$ cat src/rtl/fbde_pkg.sv
// shared constants, types and codes for the framebuffer draw engine
`default_nettype none

package fbde_pkg;

    localparam int MAX_WIDTH  = 64;
    localparam int MAX_HEIGHT = 64;
    localparam int DEPTH      = MAX_WIDTH * MAX_HEIGHT;
    localparam int ADDR_W     = (DEPTH > 1) ? $clog2(DEPTH) : 1;
    localparam int X_W        = (MAX_WIDTH > 1) ? $clog2(MAX_WIDTH) : 1;
    localparam int Y_W        = (MAX_HEIGHT > 1) ? $clog2(MAX_HEIGHT) : 1;
    localparam int CRD_W      = (X_W > Y_W) ? X_W : Y_W;

    localparam int DIM_W   = 7;
    localparam int COL_W   = 32;
    localparam int POS_W   = 16;
    localparam int RAD_W   = 12;
    localparam int OUT_W   = 24;
    localparam int OP_W    = 3;
    localparam int D_W     = RAD_W + 2;
    localparam int SQ_W    = 2 * RAD_W + 1;
    localparam int PADDR_W = 3;
    localparam int PDATA_W = 32;

    localparam logic [COL_W-1:0] LOW24_MASK = 32'h00FF_FFFF;
    localparam logic [DIM_W-1:0] DIM_RESET  = 7'd64;

    localparam logic [OP_W-1:0] OP_SET    = 3'd0;
    localparam logic [OP_W-1:0] OP_GET    = 3'd1;
    localparam logic [OP_W-1:0] OP_INIT   = 3'd2;
    localparam logic [OP_W-1:0] OP_RECT   = 3'd3;
    localparam logic [OP_W-1:0] OP_CIRCLE = 3'd4;

    localparam logic KIND_GET  = 1'b0;
    localparam logic KIND_INIT = 1'b1;

    localparam logic REG_FRAME_W = 1'b0;
    localparam logic REG_FRAME_H = 1'b1;

    typedef struct packed {
        logic [DIM_W-1:0] eff_w;
        logic [DIM_W-1:0] eff_h;
    } cfg_t;

    typedef struct packed {
        logic              en;
        logic [ADDR_W-1:0] addr;
        logic [COL_W-1:0]  data;
    } ram_wr_t;

endpackage

`default_nettype wire

$ cat src/rtl/fbde_regs.sv
// apb configuration registers and effective frame size
`default_nettype none

module fbde_regs (
    input  wire logic                           clk,
    input  wire logic                           rst_n,
    input  wire logic                           psel,
    input  wire logic                           penable,
    input  wire logic                           pwrite,
    input  wire logic [fbde_pkg::PADDR_W-1:0]   paddr,
    input  wire logic [fbde_pkg::PDATA_W-1:0]   pwdata,
    output logic      [fbde_pkg::PDATA_W-1:0]   prdata,
    output logic                                pready,
    output fbde_pkg::cfg_t                      cfg
);

    logic [fbde_pkg::DIM_W-1:0] frame_w_reg;
    logic [fbde_pkg::DIM_W-1:0] frame_h_reg;
    logic                       reg_idx;
    logic                       wr_en;

    assign pready  = 1'b1;
    assign reg_idx = paddr[fbde_pkg::PADDR_W-1];
    assign wr_en   = psel & penable & pwrite;

    always_ff @(posedge clk or negedge rst_n)
    begin
        if (!rst_n)
        begin
            frame_w_reg <= fbde_pkg::DIM_RESET;
            frame_h_reg <= fbde_pkg::DIM_RESET;
        end
        else if (wr_en)
        begin
            unique case (reg_idx)
                fbde_pkg::REG_FRAME_W: frame_w_reg <= pwdata[fbde_pkg::DIM_W-1:0];
                fbde_pkg::REG_FRAME_H: frame_h_reg <= pwdata[fbde_pkg::DIM_W-1:0];
                default: ;
            endcase
        end
    end

    always_comb
    begin
        prdata = '0;
        unique case (reg_idx)
            fbde_pkg::REG_FRAME_W: prdata[fbde_pkg::DIM_W-1:0] = frame_w_reg;
            fbde_pkg::REG_FRAME_H: prdata[fbde_pkg::DIM_W-1:0] = frame_h_reg;
            default: ;
        endcase
    end

    // saturate to the store size
    always_comb
    begin
        cfg.eff_w = (32'(frame_w_reg) > fbde_pkg::MAX_WIDTH) ?
                    fbde_pkg::DIM_W'(fbde_pkg::MAX_WIDTH) : frame_w_reg;
        cfg.eff_h = (32'(frame_h_reg) > fbde_pkg::MAX_HEIGHT) ?
                    fbde_pkg::DIM_W'(fbde_pkg::MAX_HEIGHT) : frame_h_reg;
    end

endmodule

`default_nettype wire

$ cat config.mk
export PLATFORM = sky130hd
export DESIGN_NAME = fbde_regs
export DESIGN_NICKNAME = d
export VERILOG_FILES = /design/src/rtl/fbde_pkg.sv /design/src/rtl/fbde_regs.sv
export SDC_FILE = /design/constraint.sdc
export NUM_CORES = 1
export LEC_CHECK = 0
export BUFFER_PORTS_ARGS = -buffer_cell sky130_fd_sc_hd__buf_4
export CORE_MARGIN = 5
export CORE_UTILIZATION = 36
export CTS_CLUSTER_SIZE = 30
export DETAILED_ROUTE_END_ITERATION = 12
export PLACE_DENSITY = 0.77
export SETUP_SLACK_MARGIN = 0.15
export SLEW_MARGIN = 20
export SYNTH_ARGS = -nofsm -noshare
export SYNTH_HDL_FRONTEND = slang
export SYNTH_SLANG_ARGS = --single-unit
$ cat constraint.sdc
create_clock -name clk -period 1.2 [get_ports clk]
set_clock_uncertainty 0.05 [all_clocks]
set_input_delay 0.06 -clock clk [delete_from_list [all_inputs] [get_ports clk]]
set_output_delay 0.06 -clock clk [all_outputs]
set_load 0.03 [all_outputs]
==> report_table.html <==
<table>
<tr><th>Metric</th><th>Value</th></tr>
<tr><th colspan="2">Floorplan</th></tr>
<tr><td>Die Y</td><td>between 60 and 70 microns</td></tr>
<tr><td>Overall die width</td><td>~61 microns</td></tr>
<tr><td>Initial standard-cell utilization of the core</td><td>between 30% and 40%</td></tr>
<tr><td>DIE AREA</td><td>0.00367 sq mm</td></tr>
<tr><td>Area of the placeable core</td><td>around 0.0025 sq mm</td></tr>
<tr><td>Number of standard-cell rows in the floorplan</td><td>18</td></tr>
<tr><td>Number of top-level pins</td><td>between 80 and 90</td></tr>
<tr><th colspan="2">GRT</th></tr>
<tr><td>Total congestion overflow after global routing</td><td>0</td></tr>
<tr><td>GRT Resource Usage Total</td><td>between 10% and 20%</td></tr>
<tr><td>Number of antenna violations at the first check in global routing</td><td>0</td></tr>
<tr><td>First-pass GRT wire length</td><td>between 3 and 4 mm</td></tr>
<tr><td>Pin count of the biggest net entering global routing</td><td>15</td></tr>
<tr><td>Vias in the first global route</td><td>roughly 680</td></tr>
<tr><th colspan="2">Power and ir drop</th></tr>
<tr><td>P per Cell Area</td><td>1690 mW/mm^2</td></tr>
<tr><td>Standby leakage power</td><td>0.699 nW</td></tr>
<tr><td>Worst voltage drop across the vdd grid</td><td>roughly 1200 uV</td></tr>
<tr><th colspan="2">Finish</th></tr>
<tr><td>Area of all placed cells without fillers</td><td>0.00137 sq mm</td></tr>
<tr><td>Number of inserted diodes</td><td>0</td></tr>
<tr><td>Area added between synthesis and finish</td><td>48.3%</td></tr>
<tr><td>Number of nets in the finished design</td><td>approximately 170</td></tr>
<tr><td>Layout cell share with drive strength beyond 1</td><td>around three fifths</td></tr>
<tr><td>Filler instances</td><td>217</td></tr>
<tr><th colspan="2">Job</th></tr>
<tr><td>Total of max-cap violations</td><td>0</td></tr>
<tr><th colspan="2">Worst setup path</th></tr>
<tr><td>Path type of the worst setup path</td><td>reg -&gt; out</td></tr>
<tr><td>Required @ worst endpoint</td><td>1.09 ns</td></tr>
<tr><td>Critical path data arrival time</td><td>approximately 1.2 ns</td></tr>
<tr><td>Kind of capture point of the worst setup path</td><td>output pin</td></tr>
<tr><td>Worst setup SP type</td><td>flip-flop</td></tr>
<tr><td>Max Fanout on Critical Path</td><td>5</td></tr>
<tr><th colspan="2">Logic synthesis</th></tr>
<tr><td>Count leader, synth</td><td>sky130_fd_sc_hd__buf_4</td></tr>
<tr><td>Proportion of synthesized chip area in sequential cells</td><td>around two fifths</td></tr>
<tr><td>Top cells by area in the synthesized netlist</td><td>sky130_fd_sc_hd__dfrtp_1 (33%), sky130_fd_sc_hd__mux2_2 (26%), sky130_fd_sc_hd__buf_4 (21%)</td></tr>
<tr><td>Number of distinct standard cells referenced by the synthesized netlist</td><td>10</td></tr>
<tr><td>Fraction of post-synthesis cell area in the top cell type by area</td><td>between 30 and 40%</td></tr>
<tr><td>Share of flip-flops with an asynchronous set or reset</td><td>100%</td></tr>
<tr><td>Seq cells post-synth</td><td>14</td></tr>
<tr><td>Count of synthesis-stage warnings from yosys</td><td>0</td></tr>
<tr><td>Post-synth EDFFs</td><td>0</td></tr>
<tr><td>Most common library cells after synthesis</td><td>sky130_fd_sc_hd__buf_4 (26), sky130_fd_sc_hd__mux2_2 (21), sky130_fd_sc_hd__dfrtp_1 (12), sky130_fd_sc_hd__nor2b_1 (12)</td></tr>
<tr><td>Cell type with the highest aggregate area in the netlist</td><td>sky130_fd_sc_hd__dfrtp_1</td></tr>
<tr><td>Number of cells produced by synthesis</td><td>80</td></tr>
<tr><td>Post-synthesis average cell area</td><td>around 12 sq um</td></tr>
<tr><td>Primary FF master, synth</td><td>sky130_fd_sc_hd__dfrtp_1</td></tr>
<tr><td>Post-Syn Area</td><td>approximately 920 sq um</td></tr>
<tr><th colspan="2">STA</th></tr>
<tr><td>Fin crit share</td><td>109%</td></tr>
<tr><td>Count of endpoints failing setup in the final report</td><td>17</td></tr>
<tr><td>Post-route setup slack</td><td>-0.112 ns</td></tr>
<tr><td>Smallest hold slack</td><td>around 0.11 ns</td></tr>
<tr><td>Number of failing hold endpoints at the final stage</td><td>0</td></tr>
<tr><td>Slew Viols, Final</td><td>0</td></tr>
<tr><td>Final min period</td><td>1.31 ns</td></tr>
<tr><td>Maximum clock rate</td><td>762 MHz</td></tr>
<tr><td>RSZ-0062 raised after global routing</td><td>true</td></tr>
<tr><th colspan="2">Placed design</th></tr>
<tr><td>Count of port buffers added during placement</td><td>33</td></tr>
<tr><td>Standard cell area after detailed placement</td><td>around 0.0011 sq mm</td></tr>
<tr><td>Placed wire-length estimate after detailed placement</td><td>1.46 mm</td></tr>
<tr><td>Weighted congestion reported at the end of routability-driven placement</td><td>0.666</td></tr>
<tr><td>Post-place setup slack</td><td>between 0.15 and 0.2 ns</td></tr>
<tr><th colspan="2">Clock network</th></tr>
<tr><td>Longest Clk Path Bufs</td><td>2</td></tr>
<tr><td>Clock Root Buffer</td><td>sky130_fd_sc_hd__clkbuf_4</td></tr>
<tr><td>Clock-pin slew on the worst setup and hold paths</td><td>roughly 0.08 ns</td></tr>
<tr><td>Clock tree from TritonCTS</td><td>done</td></tr>
<tr><td>Clock latency at the later pin of the worst-skew pair</td><td>0.27 ns</td></tr>
<tr><td>CTS Sinks</td><td>14</td></tr>
<tr><td>Inserted Clock Buffers</td><td>3</td></tr>
<tr><td>Max H-tree Level</td><td>1</td></tr>
<tr><th colspan="2">Route</th></tr>
<tr><td>Remaining routing DRC violations</td><td>0</td></tr>
<tr><td>Total Wirelength</td><td>roughly 2.1 mm</td></tr>
<tr><td>Via density per instance</td><td>around 4.3</td></tr>
<tr><td>Remaining antenna violation count after routing</td><td>0</td></tr>
<tr><td>Pre-Repair DR Iteration Count</td><td>4</td></tr>
<tr><td>Number of DRC violations after detailed-routing iteration 0</td><td>5</td></tr>
<tr><td>Number of vias after detailed routing</td><td>about 680</td></tr>
<tr><td>WL/cell</td><td>13.3 microns</td></tr>
<tr><th colspan="2">Outcome</th></tr>
<tr><td>Violated checks</td><td>setup timing</td></tr>
<tr><td>Result of the run</td><td>finished, violations left</td></tr>
<tr><th colspan="2">Worst hold path</th></tr>
<tr><td>Hold WC Path Type</td><td>in -&gt; async</td></tr>
</table>
[metal layers]
metal / track usage (%) / vias to the layer above / routed length, microns
li1: - / 307 / -
met1: 13.3 / 326 / 793
met2: 20.9 / 45 / 1070
met3: 1.91 / 0 / 232
met4: 3.72 / 0 / 0
met5: 0 / - / 0
[kinds of logic (layout without fill, tap and decap cells)]
kind of cell           after synthesis  after routing  synth area share, %
flip-flops                          14             14                 38.3
multiplexers                        21             21                 25.6
other                                2             26                0.814
AND/OR/NAND/NOR                     14             14                 12.1
buffers and inverters               29             53                 23.2
[worst max-delay path, cell delays in order, from the launching register on]
cell and delay [ns]:
sky130_fd_sc_hd__dfstp_2 0.60, sky130_fd_sc_hd__buf_6 0.13, sky130_fd_sc_hd__nor2b_1 0.04, sky130_fd_sc_hd__buf_4 0.16
[placed cells by master, fill, tap and decap left out, drive strengths merged]
cell type,instances
buf,41
conb,26
mux2,21
dfrtp,12
nor2b,12
dlygate4sd3,8
clkbuf,4
dfstp,2
nand4b,1
nand4,1
[cell type report]
| cell class | instances | area, sq um | share of cell area [%] |
|---|---|---|---|
| flip-flops and latches | 14 | 353 | 25.8 |
| repair buffers | 49 | 455 | 33.3 |
| clock buffers | 4 | 36.3 | 2.65 |
| well taps | 30 | 37.5 | 2.74 |
| multi-input cells | 61 | 485 | 35.5 |
[metrics by stage]
stage	setup TNS [ns]	power [W]	utilization, %	instances
after floorplan	0	0.00142	-	104
after global placement	0	0.00168	44.1	138
after detailed placement	0	0.00170	44.1	138
after CTS	-1.12	0.00223	53.5	157
after global routing	-2.10	0.00243	55.7	158
final	-1.17	0.00231	55.7	158
[where the power goes]
| part | switching [W] | total (W) | internal [W] |
|---|---|---|---|
| Combinational | 0.000684 | 0.00130 | 0.000615 |
| Sequential | 0.0000906 | 0.000679 | 0.000588 |
| Clock | 0.000145 | 0.000330 | 0.000184 |
| Total | 0.000920 | 0.00231 | 0.00139 |
[timing repair]
| item | CTS | global route |
|---|---|---|
| endpoints found under the setup margin | 21 | 21 |
| buffers inserted | 7 | 1 |
| gates resized for setup | 18 | 14 |
| gates cloned | 0 | 0 |
| hold endpoints to repair | 28 | 0 |
| hold buffers | 8 | 0 |
[final timing paths]
kind                                start              to  slack, ns  depth (start not counted)
max                        frame_w_reg[6]         cfg[10]      -0.11                          3
min                                 rst_n  frame_h_reg[3]       0.11                          2
max reg2reg                frame_w_reg[6]  frame_w_reg[6]       0.22                          2
min reg2reg                frame_h_reg[4]  frame_h_reg[4]       0.48                          1
max in group asynchronous           rst_n  frame_w_reg[6]       0.75                          2
min in group clk                  penable  frame_w_reg[5]       0.19                          3
(Power assumes the default switching activity.)
