--- config.mk ---
export PLATFORM = sky130hd
export DESIGN_NAME = fbde_engine
export DESIGN_NICKNAME = d
export VERILOG_FILES = /design/src/rtl/fbde_pkg.sv /design/src/rtl/fbde_engine.sv
export SDC_FILE = /design/constraint.sdc
export NUM_CORES = 1
export LEC_CHECK = 0
export ABC_AREA = 0
export BUFFER_PORTS_ARGS = -buffer_cell sky130_fd_sc_hd__buf_2
export CAP_MARGIN = 5
export CORE_ASPECT_RATIO = 1.75
export CORE_MARGIN = 4
export CORE_UTILIZATION = 33
export CTS_BUF_LIST = sky130_fd_sc_hd__clkbuf_8
export DETAILED_ROUTE_END_ITERATION = 10
export GPL_TIMING_DRIVEN = 0
export PLACE_DENSITY = 0.55
export SLEW_MARGIN = 20
export SYNTH_ARGS = -nofsm -noshare
export SYNTH_HDL_FRONTEND = slang
export SYNTH_SLANG_ARGS = --single-unit
--- constraint.sdc ---
create_clock -name clk -period 11.9 [get_ports clk]
set_input_delay 1.19 -clock clk [delete_from_list [all_inputs] [get_ports clk]]
set_output_delay 1.19 -clock clk [all_outputs]
set_load 0.005 [all_outputs]
--- src/rtl/fbde_pkg.sv ---
// shared constants, types and codes for the framebuffer draw engine
`default_nettype none

package fbde_pkg;

    localparam int MAX_WIDTH  = 64;
    localparam int MAX_HEIGHT = 64;
    localparam int DEPTH      = MAX_WIDTH * MAX_HEIGHT;
    localparam int ADDR_W     = (DEPTH > 1) ? $clog2(DEPTH) : 1;
    localparam int X_W        = (MAX_WIDTH > 1) ? $clog2(MAX_WIDTH) : 1;
    localparam int Y_W        = (MAX_HEIGHT > 1) ? $clog2(MAX_HEIGHT) : 1;
    localparam int CRD_W      = (X_W > Y_W) ? X_W : Y_W;

    localparam int DIM_W   = 7;
    localparam int COL_W   = 32;
    localparam int POS_W   = 16;
    localparam int RAD_W   = 12;
    localparam int OUT_W   = 24;
    localparam int OP_W    = 3;
    localparam int D_W     = RAD_W + 2;
    localparam int SQ_W    = 2 * RAD_W + 1;
    localparam int PADDR_W = 3;
    localparam int PDATA_W = 32;

    localparam logic [COL_W-1:0] LOW24_MASK = 32'h00FF_FFFF;
    localparam logic [DIM_W-1:0] DIM_RESET  = 7'd64;

    localparam logic [OP_W-1:0] OP_SET    = 3'd0;
    localparam logic [OP_W-1:0] OP_GET    = 3'd1;
    localparam logic [OP_W-1:0] OP_INIT   = 3'd2;
    localparam logic [OP_W-1:0] OP_RECT   = 3'd3;
    localparam logic [OP_W-1:0] OP_CIRCLE = 3'd4;

    localparam logic KIND_GET  = 1'b0;
    localparam logic KIND_INIT = 1'b1;

    localparam logic REG_FRAME_W = 1'b0;
    localparam logic REG_FRAME_H = 1'b1;

    typedef struct packed {
        logic [DIM_W-1:0] eff_w;
        logic [DIM_W-1:0] eff_h;
    } cfg_t;

    typedef struct packed {
        logic              en;
        logic [ADDR_W-1:0] addr;
        logic [COL_W-1:0]  data;
    } ram_wr_t;

endpackage

`default_nettype wire

--- src/rtl/fbde_engine.sv ---
// command sequencer: clear pass, pixel ops, rect and circle scan
`default_nettype none

module fbde_engine (
    input  wire logic                          clk,
    input  wire logic                          rst_n,
    input  wire fbde_pkg::cfg_t                cfg,
    input  wire logic                          in_valid,
    output logic                               in_ready,
    input  wire logic [fbde_pkg::OP_W-1:0]     op,
    input  wire logic [fbde_pkg::POS_W-1:0]    pos_x,
    input  wire logic [fbde_pkg::POS_W-1:0]    pos_y,
    input  wire logic [fbde_pkg::COL_W-1:0]    pixel_colour,
    input  wire logic [fbde_pkg::COL_W-1:0]    reference_colour,
    input  wire logic [fbde_pkg::POS_W-1:0]    rect_width,
    input  wire logic [fbde_pkg::POS_W-1:0]    rect_height,
    input  wire logic [fbde_pkg::RAD_W-1:0]    radius,
    output logic                               out_valid,
    input  wire logic                          out_ready,
    output logic                               result_kind,
    output logic      [fbde_pkg::OUT_W-1:0]    read_colour,
    output logic                               init_written,
    output fbde_pkg::ram_wr_t                  ram_wr,
    output logic      [fbde_pkg::ADDR_W-1:0]   ram_rd_addr,
    input  wire logic [fbde_pkg::COL_W-1:0]    ram_rd_data
);

    localparam int SPAN_W = fbde_pkg::POS_W + 2;

    typedef enum logic [3:0] {
        S_CLEAR,
        S_IDLE,
        S_SETUP,
        S_BASE,
        S_READ,
        S_RESP,
        S_SQR,
        S_SQY,
        S_SQX,
        S_SCAN
    } state_t;

    typedef struct packed {
        logic                       ok;
        logic [fbde_pkg::CRD_W-1:0] first;
        logic [fbde_pkg::CRD_W-1:0] last;
    } span_t;

    function automatic span_t clip_span(
        input logic [fbde_pkg::POS_W-1:0] pos,
        input logic [fbde_pkg::POS_W-1:0] len,
        input logic [fbde_pkg::RAD_W-1:0] rad,
        input logic                       circ,
        input logic [fbde_pkg::DIM_W-1:0] lim
    );
        logic signed [SPAN_W-1:0] p;
        logic signed [SPAN_W-1:0] rr;
        logic signed [SPAN_W-1:0] l;
        logic signed [SPAN_W-1:0] lm;
        logic signed [SPAN_W-1:0] lo;
        logic signed [SPAN_W-1:0] hi;
        logic signed [SPAN_W-1:0] hi_m1;
        span_t                    s;
        p     = $signed({2'b00, pos});
        rr    = $signed({{(SPAN_W - fbde_pkg::RAD_W){1'b0}}, rad});
        l     = $signed({2'b00, len});
        lm    = $signed({{(SPAN_W - fbde_pkg::DIM_W){1'b0}}, lim});
        lo    = circ ? (p - rr) : p;
        hi    = circ ? (p + rr) : (p + l);
        if (lo < 0)
        begin
            lo = '0;
        end
        if (hi > lm)
        begin
            hi = lm;
        end
        hi_m1   = hi - SPAN_W'(1);
        s.ok    = (lo < hi);
        s.first = lo[fbde_pkg::CRD_W-1:0];
        s.last  = hi_m1[fbde_pkg::CRD_W-1:0];
        return s;
    endfunction

    state_t                        state_reg, state_next;
    logic [fbde_pkg::ADDR_W-1:0]   clr_addr_reg, clr_addr_next;
    logic                          out_valid_reg, out_valid_next;
    logic                          kind_reg, kind_next;
    logic [fbde_pkg::OUT_W-1:0]    rcol_reg, rcol_next;
    logic                          iw_reg, iw_next;

    logic [fbde_pkg::OP_W-1:0]     cmd_op_reg, cmd_op_next;
    logic [fbde_pkg::POS_W-1:0]    cmd_px_reg, cmd_px_next;
    logic [fbde_pkg::POS_W-1:0]    cmd_py_reg, cmd_py_next;
    logic [fbde_pkg::COL_W-1:0]    cmd_col_reg, cmd_col_next;
    logic [fbde_pkg::COL_W-1:0]    cmd_ref_reg, cmd_ref_next;
    logic [fbde_pkg::POS_W-1:0]    cmd_rw_reg, cmd_rw_next;
    logic [fbde_pkg::POS_W-1:0]    cmd_rh_reg, cmd_rh_next;
    logic [fbde_pkg::RAD_W-1:0]    cmd_r_reg, cmd_r_next;

    logic [fbde_pkg::X_W-1:0]      x_reg, x_next;
    logic [fbde_pkg::X_W-1:0]      x_first_reg, x_first_next;
    logic [fbde_pkg::X_W-1:0]      x_last_reg, x_last_next;
    logic [fbde_pkg::Y_W-1:0]      y_reg, y_next;
    logic [fbde_pkg::Y_W-1:0]      y_last_reg, y_last_next;
    logic                          inside_reg, inside_next;
    logic [fbde_pkg::ADDR_W-1:0]   row_base_reg, row_base_next;
    logic signed [fbde_pkg::D_W-1:0] dx_reg, dx_next;
    logic signed [fbde_pkg::D_W-1:0] dx0_reg, dx0_next;
    logic signed [fbde_pkg::D_W-1:0] dy_reg, dy_next;
    logic [fbde_pkg::SQ_W-1:0]     r2_reg, r2_next;
    logic [fbde_pkg::SQ_W-1:0]     dx2_reg, dx2_next;
    logic [fbde_pkg::SQ_W-1:0]     dx0sq_reg, dx0sq_next;
    logic [fbde_pkg::SQ_W-1:0]     dy2_reg, dy2_next;

    span_t                         xs, ys;
    logic                          is_circ;
    logic [fbde_pkg::POS_W-1:0]    x_len, y_len;
    logic [SPAN_W-1:0]             dx_full, dy_full;
    logic [fbde_pkg::ADDR_W-1:0]   pix_addr;
    logic [fbde_pkg::D_W-1:0]      sq_src;
    logic [fbde_pkg::D_W-1:0]      sq_abs;
    logic [fbde_pkg::RAD_W-1:0]    sq_in;
    logic [fbde_pkg::SQ_W-1:0]     sq_prod;
    logic [fbde_pkg::SQ_W:0]       dist2;
    logic                          hit;
    logic [fbde_pkg::SQ_W:0]       dx_step, dy_step;
    logic [fbde_pkg::SQ_W:0]       dx2_inc, dy2_inc;
    logic                          init_ok;

    // span decode from the captured command
    always_comb
    begin
        is_circ = (cmd_op_reg == fbde_pkg::OP_CIRCLE);
        x_len   = (cmd_op_reg == fbde_pkg::OP_RECT) ? cmd_rw_reg : fbde_pkg::POS_W'(1);
        y_len   = (cmd_op_reg == fbde_pkg::OP_RECT) ? cmd_rh_reg : fbde_pkg::POS_W'(1);
        xs      = clip_span(cmd_px_reg, x_len, cmd_r_reg, is_circ, cfg.eff_w);
        ys      = clip_span(cmd_py_reg, y_len, cmd_r_reg, is_circ, cfg.eff_h);
        dx_full = {{(SPAN_W - fbde_pkg::CRD_W){1'b0}}, xs.first} - {2'b00, cmd_px_reg};
        dy_full = {{(SPAN_W - fbde_pkg::CRD_W){1'b0}}, ys.first} - {2'b00, cmd_py_reg};
    end

    // shared squarer for circle setup
    always_comb
    begin
        case (state_reg)
            S_SQY:   sq_src = dy_reg;
            default: sq_src = dx_reg;
        endcase
        sq_abs = sq_src[fbde_pkg::D_W-1] ? (~sq_src + fbde_pkg::D_W'(1)) : sq_src;
        sq_in  = (state_reg == S_SQR) ? cmd_r_reg : sq_abs[fbde_pkg::RAD_W-1:0];
        sq_prod = fbde_pkg::SQ_W'({{fbde_pkg::RAD_W{1'b0}}, sq_in} *
                                  {{fbde_pkg::RAD_W{1'b0}}, sq_in});
    end

    // incremental distance terms
    always_comb
    begin
        pix_addr = row_base_reg + fbde_pkg::ADDR_W'(x_reg);
        dist2    = {1'b0, dx2_reg} + {1'b0, dy2_reg};
        hit      = (dist2 <= {1'b0, r2_reg});
        dx_step  = {{(fbde_pkg::SQ_W - fbde_pkg::D_W){dx_reg[fbde_pkg::D_W-1]}}, dx_reg, 1'b1};
        dy_step  = {{(fbde_pkg::SQ_W - fbde_pkg::D_W){dy_reg[fbde_pkg::D_W-1]}}, dy_reg, 1'b1};
        dx2_inc  = {1'b0, dx2_reg} + dx_step;
        dy2_inc  = {1'b0, dy2_reg} + dy_step;
        init_ok  = inside_reg && ((ram_rd_data & fbde_pkg::LOW24_MASK) == cmd_ref_reg);
    end

    always_comb
    begin
        state_next     = state_reg;
        clr_addr_next  = clr_addr_reg;
        out_valid_next = out_valid_reg;
        kind_next      = kind_reg;
        rcol_next      = rcol_reg;
        iw_next        = iw_reg;
        cmd_op_next    = cmd_op_reg;
        cmd_px_next    = cmd_px_reg;
        cmd_py_next    = cmd_py_reg;
        cmd_col_next   = cmd_col_reg;
        cmd_ref_next   = cmd_ref_reg;
        cmd_rw_next    = cmd_rw_reg;
        cmd_rh_next    = cmd_rh_reg;
        cmd_r_next     = cmd_r_reg;
        x_next         = x_reg;
        x_first_next   = x_first_reg;
        x_last_next    = x_last_reg;
        y_next         = y_reg;
        y_last_next    = y_last_reg;
        inside_next    = inside_reg;
        row_base_next  = row_base_reg;
        dx_next        = dx_reg;
        dx0_next       = dx0_reg;
        dy_next        = dy_reg;
        r2_next        = r2_reg;
        dx2_next       = dx2_reg;
        dx0sq_next     = dx0sq_reg;
        dy2_next       = dy2_reg;
        ram_wr         = '0;
        ram_rd_addr    = pix_addr;

        if (out_valid_reg && out_ready)
        begin
            out_valid_next = 1'b0;
        end

        unique case (state_reg)
            S_CLEAR:
            begin
                ram_wr.en     = 1'b1;
                ram_wr.addr   = clr_addr_reg;
                ram_wr.data   = '0;
                clr_addr_next = clr_addr_reg + fbde_pkg::ADDR_W'(1);
                if (clr_addr_reg == fbde_pkg::ADDR_W'(fbde_pkg::DEPTH - 1))
                begin
                    state_next = S_IDLE;
                end
            end
            S_IDLE:
            begin
                if (in_valid)
                begin
                    cmd_op_next  = op;
                    cmd_px_next  = pos_x;
                    cmd_py_next  = pos_y;
                    cmd_col_next = pixel_colour;
                    cmd_ref_next = reference_colour;
                    cmd_rw_next  = rect_width;
                    cmd_rh_next  = rect_height;
                    cmd_r_next   = radius;
                    state_next   = S_SETUP;
                end
            end
            S_SETUP:
            begin
                x_next       = xs.first[fbde_pkg::X_W-1:0];
                x_first_next = xs.first[fbde_pkg::X_W-1:0];
                x_last_next  = xs.last[fbde_pkg::X_W-1:0];
                y_next       = ys.first[fbde_pkg::Y_W-1:0];
                y_last_next  = ys.last[fbde_pkg::Y_W-1:0];
                dx_next      = dx_full[fbde_pkg::D_W-1:0];
                dx0_next     = dx_full[fbde_pkg::D_W-1:0];
                dy_next      = dy_full[fbde_pkg::D_W-1:0];
                inside_next  = xs.ok && ys.ok;
                case (cmd_op_reg) inside
                    fbde_pkg::OP_SET, fbde_pkg::OP_RECT, fbde_pkg::OP_CIRCLE:
                        state_next = (xs.ok && ys.ok) ? S_BASE : S_IDLE;
                    fbde_pkg::OP_GET, fbde_pkg::OP_INIT:
                        state_next = (xs.ok && ys.ok) ? S_BASE : S_RESP;
                    default:
                        state_next = S_IDLE;
                endcase
            end
            S_BASE:
            begin
                row_base_next = fbde_pkg::ADDR_W'(
                    {{fbde_pkg::DIM_W{1'b0}}, y_reg} * {{fbde_pkg::Y_W{1'b0}}, cfg.eff_w});
                case (cmd_op_reg) inside
                    fbde_pkg::OP_GET, fbde_pkg::OP_INIT: state_next = S_READ;
                    fbde_pkg::OP_CIRCLE:                 state_next = S_SQR;
                    default:                             state_next = S_SCAN;
                endcase
            end
            S_READ:
            begin
                state_next = S_RESP;
            end
            S_RESP:
            begin
                if (!out_valid_reg || out_ready)
                begin
                    out_valid_next = 1'b1;
                    if (cmd_op_reg == fbde_pkg::OP_INIT)
                    begin
                        kind_next   = fbde_pkg::KIND_INIT;
                        rcol_next   = '0;
                        iw_next     = init_ok;
                        ram_wr.en   = init_ok;
                        ram_wr.addr = pix_addr;
                        ram_wr.data = cmd_col_reg;
                    end
                    else
                    begin
                        kind_next = fbde_pkg::KIND_GET;
                        rcol_next = inside_reg ? ram_rd_data[fbde_pkg::OUT_W-1:0] : '0;
                        iw_next   = 1'b0;
                    end
                    state_next = S_IDLE;
                end
            end
            S_SQR:
            begin
                r2_next    = sq_prod;
                state_next = S_SQY;
            end
            S_SQY:
            begin
                dy2_next   = sq_prod;
                state_next = S_SQX;
            end
            S_SQX:
            begin
                dx2_next   = sq_prod;
                dx0sq_next = sq_prod;
                state_next = S_SCAN;
            end
            S_SCAN:
            begin
                ram_wr.en   = !is_circ || hit;
                ram_wr.addr = pix_addr;
                ram_wr.data = cmd_col_reg;
                if (x_reg == x_last_reg)
                begin
                    if (y_reg == y_last_reg)
                    begin
                        state_next = S_IDLE;
                    end
                    else
                    begin
                        y_next        = y_reg + fbde_pkg::Y_W'(1);
                        row_base_next = row_base_reg + fbde_pkg::ADDR_W'(cfg.eff_w);
                        x_next        = x_first_reg;
                        dx_next       = dx0_reg;
                        dx2_next      = dx0sq_reg;
                        dy_next       = dy_reg + fbde_pkg::D_W'(1);
                        dy2_next      = dy2_inc[fbde_pkg::SQ_W-1:0];
                    end
                end
                else
                begin
                    x_next   = x_reg + fbde_pkg::X_W'(1);
                    dx_next  = dx_reg + fbde_pkg::D_W'(1);
                    dx2_next = dx2_inc[fbde_pkg::SQ_W-1:0];
                end
            end
            default:
            begin
                state_next = S_IDLE;
            end
        endcase
    end

    always_ff @(posedge clk or negedge rst_n)
    begin
        if (!rst_n)
        begin
            state_reg     <= S_CLEAR;
            clr_addr_reg  <= '0;
            out_valid_reg <= 1'b0;
            kind_reg      <= fbde_pkg::KIND_GET;
            rcol_reg      <= '0;
            iw_reg        <= 1'b0;
        end
        else
        begin
            state_reg     <= state_next;
            clr_addr_reg  <= clr_addr_next;
            out_valid_reg <= out_valid_next;
            kind_reg      <= kind_next;
            rcol_reg      <= rcol_next;
            iw_reg        <= iw_next;
        end
    end

    always_ff @(posedge clk)
    begin
        cmd_op_reg   <= cmd_op_next;
        cmd_px_reg   <= cmd_px_next;
        cmd_py_reg   <= cmd_py_next;
        cmd_col_reg  <= cmd_col_next;
        cmd_ref_reg  <= cmd_ref_next;
        cmd_rw_reg   <= cmd_rw_next;
        cmd_rh_reg   <= cmd_rh_next;
        cmd_r_reg    <= cmd_r_next;
        x_reg        <= x_next;
        x_first_reg  <= x_first_next;
        x_last_reg   <= x_last_next;
        y_reg        <= y_next;
        y_last_reg   <= y_last_next;
        inside_reg   <= inside_next;
        row_base_reg <= row_base_next;
        dx_reg       <= dx_next;
        dx0_reg      <= dx0_next;
        dy_reg       <= dy_next;
        r2_reg       <= r2_next;
        dx2_reg      <= dx2_next;
        dx0sq_reg    <= dx0sq_next;
        dy2_reg      <= dy2_next;
    end

    assign in_ready     = (state_reg == S_IDLE);
    assign out_valid    = out_valid_reg;
    assign result_kind  = kind_reg;
    assign read_colour  = rcol_reg;
    assign init_written = iw_reg;

endmodule

`default_nettype wire

==> qor.yml <==
clock_tree:
  post_cts_buffers: 0
  ctsHoldBuffers: 0
  cts_tree: "yes"
  cts_root_buffer: "clkbuf_8"
  clk_latency_ps: 700
  clock-sinks: 367
  cts_buffers: 55
  cts_buffer_depth: 3
  clk_transition_reported_paths_ps: 70
  cts_resized: 0
  cts_max_level: 2
setup_path:
  worstSetupPathType: "register to register"
  worstReg2RegEnd: "dx2_reg[22]"
  crit_family: "adder cells"
  slowest_delay_ps: 830
  worst-path-max-fanout: 10
  crit_path_start_kind: "register"
  critPathSlowestCell: "xnor2_1"
  crit_arrival_ps: 9780
  regToRegSetupSlack_ps: 2650
  r2r_cells: 31
  required_ps: 12430
  rr_startpoint: "state_reg[0]"
  crit_top_cell: "fa_1"
  end_kind: "register"
  cp_num_buf_inv: 5
synth:
  syn-cell-area_um2: 29600
  ys_seq_area_frac: 0.365
  synth_simple_gate_area_frac: 0.143
  synth_edf_count: 324
  yosys_most_used_dff: "edfxtp_1"
  avgSynthCellArea_um2: 9.83
  synth-compound-area-share: 0.152
  synthMuxAreaShare: 0.0205
  synthArstFlopShare: 0.117
  synth_top_family_by_area: "adder cells"
  synthCells: 3015
  synth_warnings: 0
  netlist-cell-type-count: 89
  synth-seq-cells: 367
  synthAdderAreaFrac: 0.202
  synthXorXnorAreaFrac: 0.0760
timing:
  setup_viol: 0
  max_freq_mhz: 108
  fin_worst_skew_ps: 45.3
  tightest_slew_ps: 1190
  rsz0062_at_grt: "false"
  setup_tns_ps: 0
  drv_slew: 0
  post-route-period-util: 0.777
  setup_ws_ps: 2650
  slew_headroom: 0.199
  min_period_ps: 9250
  hold_slack_ps: 478
  hold_viol_final: 0
drt:
  wl_per_cell_um: 21.0
  drtAntennaViolNets: 0
  vias: 23673
  remaining_drc_errors: 0
  wirelength_mm: 96.3
  drtIter0Drc: 1312
  drtPass1Iterations: 5
  vias_per_cell: 5.15
die:
  die_y_um: 404
  dieArea_um2: 94800
  ios: 278
  start_util: 0.332
  rows: 145
  chipWidth_um: 235
  coreArea_um2: 89300
global_route:
  antenna_found_initial: 11
  grt_pass1_vias: 24808
  overflow: 0
  grtUsageTotal: 0.201
  grt_pass1_wl_mm: 145
  grt_max_degree: 56
placement:
  portBuffers: 269
  dpl_worst_slack_ps: 2810
  place.gp.congestion: 0.886
  dp_hpwl_mm: 79.1
hold_path:
  min_from: "init_written"
  hp-class: "register to register"
  whs_endpoint: "init_written"
  worstHoldPathCells: 1
layout:
  n_fill_cell: 9131
  fin_nets: 3972
  multi_input_area_um2: 17700
  drive_gt1_frac: 0.122
  area_growth_pct: 14.3
  regArea_um2: 10800
run:
  maxCapViolations: 0
outcome:
  status: "completed"
[layout by cell type (no fill, tap or decap), types with 81 or more instances in the layout]
master / synthesis / routed
edfxtp_1: 324 / 324
ha_1: 303 / 303
buf_2: 5 / 273
nor2_1: 257 / 256
nand2_1: 244 / 244
inv_1: 228 / 243
a21oi_1: 204 / 204
o21ai_0: 205 / 203
xnor2_1: 147 / 147
xor2_1: 110 / 110
fa_1: 109 / 109
clkbuf_1: 82 / 81
[cell families (layout without fill, tap and decap cells)]
family                   Yosys count  in the layout
AND/OR/NAND/NOR                  884            884
AO/OA/AOI/OAI                    712            712
adder cells (fa/ha/maj)          412            412
flip-flops                       367            367
buffers and inverters            325            706
XOR/XNOR                         257            257
multiplexers                      57             57
other                              1             23
[cell usage after synthesis, types with 13 or more instances]
cell,count,area (µm²)
edfxtp_1,324,9730
ha_1,303,3790
nor2_1,257,965
nand2_1,244,916
inv_1,228,856
o21ai_0,205,1030
a21oi_1,204,1020
xnor2_1,147,1290
xor2_1,110,963
fa_1,109,2180
clkbuf_1,82,308
and2_1,66,413
nand3_1,56,280
a21o_1,49,368
dfrtp_1,43,1080
nor3_1,42,210
mux2i_1,41,410
nor2b_1,41,257
a22o_1,37,324
nand2b_1,36,225
nand4_1,35,219
o21a_1,34,255
a211oi_1,24,180
nor4_1,23,144
o21bai_1,19,143
or3_1,19,119
and3_1,16,100
a31oi_1,13,81.3
[worst register-to-register path: cells and delay by family (launching register included)]
family	cells	cell delay, ps
buf+inv	5	1460
simple gates	9	1540
mux	1	310
compound gates	7	1380
flops	1	470
fa+ha+maj	7	2970
xor+xnor	2	940
[final cells by class]
| class | count | share of cell area |
|---|---|---|
| buffer | 96 | 0.0116 |
| sequential | 367 | 0.319 |
| inverter | 229 | 0.0254 |
| antenna | 5 | 0.000369 |
| timing repair buffer | 278 | 0.0454 |
| multi-input combinational | 2340 | 0.522 |
| tap | 1176 | 0.0434 |
| clock buffer | 57 | 0.0232 |
| clock inverter | 46 | 0.00982 |
[worst max-delay path by stage]
stage	cells past startpoint	endpoint	slack, ps	startpoint
final	31	dx2_reg[22]	2650	state_reg[0]
after global placement	26	dx2_reg[23]	2060	state_reg[3]
after global routing	27	dx2_reg[23]	2310	state_reg[0]
after floorplan	29	dy2_reg[22]	4620	state_reg[0]
after CTS	25	dx2_reg[22]	2680	state_reg[0]
after detailed placement	31	dx2_reg[22]	2810	state_reg[0]
[through the flow]
step | instance area [µm²] | std cells | util
2_1_floorplan | 29700 | 3032 | -
3_3_place_gp | 32500 | 4477 | 0.364
3_5_place_dp | 32700 | 4486 | 0.367
4_1_cts | 33900 | 4589 | 0.379
5_1_grt | 33900 | 4594 | 0.380
6_report | 33900 | 4594 | 0.380
[metal layers]
metal  part of all wire  GRT usage  vias up
li1                   -          -    11470
met1               0.34      0.198    11318
met2               0.55      0.389      632
met3              0.036     0.0227      247
met4              0.077      0.131        6
met5            0.00044          0        -
Power is not shown: default switching activity piles up to over one toggle a cycle in this logic, so the estimate is an artifact.
